**config.mk**
```make
export PLATFORM = sky130hd
export DESIGN_NAME = gffs_front
export DESIGN_NICKNAME = d
export VERILOG_FILES = /design/src/hw/rtl/gffs_pkg.sv /design/src/hw/rtl/gffs_front.sv
export SDC_FILE = /design/constraint.sdc
export NUM_CORES = 1
export LEC_CHECK = 0
export BUFFER_PORTS_ARGS = -buffer_cell sky130_fd_sc_hd__buf_4
export CAP_MARGIN = 5
export CORE_MARGIN = 2
export CORE_UTILIZATION = 46
export DETAILED_ROUTE_END_ITERATION = 16
export GPL_TIMING_DRIVEN = 0
export MAX_ROUTING_LAYER = met4
export PLACE_DENSITY = 0.7
export SETUP_SLACK_MARGIN = 0.3
export SLEW_MARGIN = 10
export SYNTH_ARGS = -nofsm -noshare
export SYNTH_HDL_FRONTEND = slang
export SYNTH_SLANG_ARGS = --single-unit
```
**constraint.sdc**
```tcl
create_clock -name clock -period 1.8 [get_ports clock]
set_clock_uncertainty 0.2 [all_clocks]
set_input_delay 0.09 -clock clock [delete_from_list [all_inputs] [get_ports clock]]
set_output_delay 0.09 -clock clock [all_outputs]
set_load 0.01 [all_outputs]
```
**src/hw/rtl/gffs_pkg.sv**
```systemverilog
// ----------------------------------------------------------------------------
// gffs_pkg
// Shared types, constants and neighbor tables of the grid flow-field solver.
// ----------------------------------------------------------------------------
package gffs_pkg;

   localparam int OP_BITS       = 2;
   localparam int XY_BITS       = 6;
   localparam int COST_BITS     = 8;
   localparam int CFG_BITS      = 7;
   localparam int OUT_DIST_BITS = 24;

   localparam logic [OP_BITS-1:0]   OP_LOAD  = 2'd0;
   localparam logic [OP_BITS-1:0]   OP_SOLVE = 2'd1;
   localparam logic [OP_BITS-1:0]   OP_READ  = 2'd2;
   localparam logic [COST_BITS-1:0] WALL     = 8'd255;

   localparam logic [CFG_BITS-1:0] GRID_RESET    = 7'd64;
   localparam logic                CSR_GRID_W    = 1'b0;
   localparam logic                CSR_GRID_H    = 1'b1;

   localparam logic [3:0] NB_CENTER = 4'd4;
   localparam logic [3:0] NB_COUNT  = 4'd9;
   localparam logic [1:0] STEP_NEG  = 2'b11;
   localparam logic [1:0] STEP_ZERO = 2'b00;
   localparam logic [1:0] STEP_POS  = 2'b01;

   typedef enum logic [1:0] {
      CMD_LOAD,
      CMD_SOLVE,
      CMD_READ,
      CMD_NOP
   } gffs_kind_type;

   typedef struct packed {
      gffs_kind_type          kind;
      logic [XY_BITS-1:0]     x;
      logic [XY_BITS-1:0]     y;
      logic [COST_BITS-1:0]   cost;
      logic                   target;
   } gffs_cmd_type;

   typedef struct packed {
      logic [1:0]                dir_x;
      logic [1:0]                dir_y;
      logic [OUT_DIST_BITS-1:0]  distance;
      logic                      solve_done;
   } gffs_rsp_type;

   typedef struct packed {
      logic [CFG_BITS-1:0] grid_width;
      logic [CFG_BITS-1:0] grid_height;
   } gffs_cfg_type;

   typedef enum logic [3:0] {
      B_CLEAR,
      B_IDLE,
      B_READ_WAIT,
      B_INIT,
      B_SEED_RD,
      B_SEED_EVAL,
      B_POP,
      B_POP_WAIT,
      B_DC,
      B_NB_ISSUE,
      B_NB_EVAL,
      B_DIR_CELL,
      B_DIR_CWAIT,
      B_DIR_ISSUE,
      B_DIR_EVAL
   } gffs_state_type;

   // scan order: dy outer, dx inner, both -1..1
   function automatic logic [1:0] nb_dx(input logic [3:0] k);
      case (k) inside
         4'd0, 4'd3, 4'd6: nb_dx = STEP_NEG;
         4'd2, 4'd5, 4'd8: nb_dx = STEP_POS;
         default:          nb_dx = STEP_ZERO;
      endcase
   endfunction

   function automatic logic [1:0] nb_dy(input logic [3:0] k);
      case (k) inside
         4'd0, 4'd1, 4'd2: nb_dy = STEP_NEG;
         4'd6, 4'd7, 4'd8: nb_dy = STEP_POS;
         default:          nb_dy = STEP_ZERO;
      endcase
   endfunction

endpackage

```
**src/hw/rtl/gffs_front.sv**
```systemverilog
// ----------------------------------------------------------------------------
// gffs_front
// Accepts request beats, decodes the opcode and holds commands in a
// two-entry queue for the back end.
// ----------------------------------------------------------------------------
module gffs_front (
   input  logic                          clock,
   input  logic                          reset,
   input  logic                          req_tvalid,
   output logic                          req_tready,
   input  logic [gffs_pkg::OP_BITS-1:0]  req_opcode,
   input  logic [gffs_pkg::XY_BITS-1:0]  req_x,
   input  logic [gffs_pkg::XY_BITS-1:0]  req_y,
   input  logic [gffs_pkg::COST_BITS-1:0] req_cost,
   input  logic                          req_target,
   output logic                          cmd_valid,
   input  logic                          cmd_pop,
   output gffs_pkg::gffs_cmd_type        cmd
);
   import gffs_pkg::*;

   gffs_cmd_type q_ff [2];
   logic         wr_ptr_ff, wr_ptr_in;
   logic         rd_ptr_ff, rd_ptr_in;
   logic [1:0]   count_ff, count_in;
   gffs_cmd_type dec;
   logic         push;

   always_comb begin
      dec.x      = req_x;
      dec.y      = req_y;
      dec.cost   = req_cost;
      dec.target = req_target;
      unique case (req_opcode)
         OP_LOAD:  dec.kind = CMD_LOAD;
         OP_SOLVE: dec.kind = CMD_SOLVE;
         OP_READ:  dec.kind = CMD_READ;
         default:  dec.kind = CMD_NOP;
      endcase
   end

   assign req_tready = (count_ff != 2'd2);
   assign push       = req_tvalid && req_tready;
   assign cmd_valid  = (count_ff != 2'd0);
   assign cmd        = q_ff[rd_ptr_ff];

   always_comb begin
      wr_ptr_in = push ? ~wr_ptr_ff : wr_ptr_ff;
      rd_ptr_in = cmd_pop ? ~rd_ptr_ff : rd_ptr_ff;
      count_in  = count_ff + 2'(push) - 2'(cmd_pop);
   end

   always_ff @(posedge clock) begin
      if (reset) begin
         wr_ptr_ff <= 1'b0;
         rd_ptr_ff <= 1'b0;
         count_ff  <= 2'd0;
      end else begin
         wr_ptr_ff <= wr_ptr_in;
         rd_ptr_ff <= rd_ptr_in;
         count_ff  <= count_in;
      end
      if (push) begin
         q_ff[wr_ptr_ff] <= dec;
      end
   end

endmodule

```
==> results.json <==
{
  "result_of_the_run": "finished with violations",
  "failed_checks": "negative hold slack",
  "timing.max_cap.violations": 0,
  "final-hold-violation-count": 2,
  "route.antenna.remaining_nets": 0,
  "synth_top_flop_cell": "edfxtp_1",
  "sum_neg_setup_slack_ps": 0,
  "routed_via_density": 4.86,
  "worstPathCellList": "nand2b_4 -> nand2_4 -> xnor2_2 -> ha_2 -> or4b_1 -> nand4b_1",
  "initial_antenna_violation_count": 0,
  "synth-seq-cells": 51,
  "io_buffers": 49,
  "power.ir.vdd_worst_mv": 0.757,
  "pin_count_of_the_biggest_net_entering_global_routing": 24,
  "via_count": 1211,
  "power_density_over_cell_area_nw_per_um2": 937,
  "synth.cell_area_sq_um": 1920,
  "grt.total_usage": 0.188,
  "gpl.final_weighted_congestion": 0.615,
  "detail_route.first_pass.iterations": 4,
  "route.final.wire_length_um": 3950,
  "antenna-diode-count": 0,
  "gr-total-overflow": 0,
  "grt_pass1_vias": 1238,
  "area_growth_syn_to_layout_pct": 64.2,
  "setup_ws_ps": 87.4,
  "dieArea_sq_um": 4700,
  "layout.nets": 226,
  "required_ps": 1820,
  "highest_fanout_seen_on_the_critical_path": 5,
  "cts.sink_count": 51,
  "synth.distinct_cells": 23,
  "core-area_sq_um": 4000,
  "number_of_buffer_and_inverter_instances_along_the_worst_setup_path": 0,
  "startpoint_type": "register",
  "cp_data_arrival_time_ps": 1730,
  "holdWs_ps": -40.1,
  "cts.clk_slew.worst_paths_ps": 80,
  "synth_largest_area_cell": "edfxtp_1",
  "fp-row-count": 23,
  "grt_pass1_wl_um": 5870,
  "number_of_enable_flip_flop_cells_after_synthesis": 46,
  "final_max_slew_viol_count": 0,
  "route.detailed.wl_per_inst_um": 15.9,
  "floorplan.initialDensity": 0.479,
  "worst_path_max_delay_cell": "or4b_1",
  "timing.final.crit_period_ps": 1710,
  "max_freq_mhz": 584,
  "yosysWarnings": 0,
  "insertion_delay_ps": 280,
  "placement_setup_slack_ps": 9.69,
  "layout-drive-gt1-share": 0.543,
  "netlist_top_cells_area": "edfxtp_1 (72%), mux2_2 (8.8%), dfxtp_1 (5.2%)",
  "end_kind": "register",
  "ctsHtreeMaxLevel": 2,
  "rsz0062_at_grt": "yes",
  "io_pins": 52,
  "drt-initial-drc-count": 34,
  "cts-buffers-inserted": 5,
  "max_slew.worst_pin.slew_ps": 575,
  "critical_path.max_stage_delay_ps": 490,
  "synth.net_count": 129,
  "synth.yosys.seq_area_share": 0.773,
  "synth_area_per_cell_sq_um": 19.0,
  "final-setup-viol-count": 0,
  "fin_util": 0.787,
  "timing.hold.worst.class": "primary input to register",
  "post-route-drc-count": 0,
  "worst-r2r-setup-slack_ps": 90,
  "cp_top_family": "simple AND/OR/NAND/NOR gates",
  "cts.root.buffer_cell": "clkbuf_8",
  "synth.top_cell.area_share": 0.721,
  "timing.setup.critical_path_class": "register to register",
  "leakage_uw": 0.00126,
  "clockBufferDepth": 2,
  "die_h_um": 68.6,
  "max-slew-margin-rel": 0.617,
  "fin_crit_sh": 0.951,
  "dp.final_hpwl_um": 2220,
  "cts_tree": "done",
  "width_of_the_die_um": 68.6,
  "asyncSetResetFlopFracSynth": 0,
  "instance_count_of_the_mapped_netlist": 101,
  "fillers": 228,
  "cts.hold.buffers_added": 26
}
==> cell usage in the layout, fill, tap and decap left out, drive strengths merged <==
master        count
nand3b            1
dlymetal6s4s      1
and3              1
bufinv            1
ha                1
edfxtp           46
a21oi             1
inv               2
xnor2             2
or2               1
clkbuf            9
a21bo             1
dlygate4sd3      25
or4b              1
nand4b            2
a21boi            1
a2111oi           1
mux2             23
nand2b            2
buf              64
clkinvlp          3
nor2b             1
nor2              2
nand2             1
or4               1
dfxtp             5
==> Yosys cell counts (all sizes together) (2+ instances only) <==
cell	count
nand2b	2
edfxtp	46
xnor2	2
clkbuf	2
nand4b	2
mux2	23
nor2	2
inv	3
buf	2
dfxtp	5
==> worst paths after layout <==
kind / startpoint / end / cells after the start
max reg2reg: count_ff[0] / count_ff[1] / 6
min: req_tvalid / wr_ptr_ff / 3
min reg2reg: rd_ptr_ff / rd_ptr_ff / 2
max: count_ff[0] / count_ff[1] / 6
==> repair_timing <==
action,4_1_cts,5_1_grt
pin swaps,2,1
cloned,3,1
gates resized for setup,33,34
buffers inserted,10,1
endpoints found under the setup margin,69,72
endpoints found under the hold margin,51,2
==> state kept, by name, indices dropped and copies added (netlist names), named ones only <==
signal / flops
count_ff: 2
rd_ptr_ff: 1
q_ff: 46
wr_ptr_ff: 1
==> per-layer routing <==
layer  wire length, um  vias up  track usage
li1                  -      580            -
met1              1580      603        0.203
met2              2230       26        0.337
met3               119        2       0.0601
met4                21        0       0.0450
met5                 0        -            -
==> cell families after synthesis <==
logic type      count (synthesis)  synth area share
compound gates                  4            0.0163
xor+xnor                        2           0.00914
fa+ha+maj                       1           0.00653
buf+inv                         7            0.0150
flops                          51             0.773
mux                            23             0.135
simple gates                   13            0.0450
==> final cells by class <==
class	instances	area (sq um)	area share
clock inverter	1	30.0	0.00954
tap	50	62.6	0.0199
clock buffer	7	76.3	0.0243
timing repair inverter	2	15.0	0.00477
timing repair buffer	88	891	0.283
inverter	3	15.0	0.00477
sequential	51	1490	0.473
buffer	4	37.5	0.0119
multi-input combinational	43	532	0.169
==> power by group <==
group          internal (uW)  switching, uW
sequential              1410           43.3
combinational            464            279
clock                    416            334
total                   2290            657
==> worst register-to-register path: cells and delay by family (launching register included) <==
kind	cells	cell delay [ps]
simple gates	4	800
flops	1	340
fa+ha+maj	1	200
xor+xnor	1	120
==> through the flow <==
stage / instances / instance area (sq um) / total power (uW)
2_1_floorplan: 101 / 1930 / 1700
3_3_place_gp: 200 / 2360 / 1900
3_5_place_dp: 200 / 2360 / 1920
4_1_cts: 247 / 3000 / 2880
5_1_grt: 249 / 3150 / 3070
6_report: 249 / 3150 / 2950
Power figures use the tool's default switching activity.
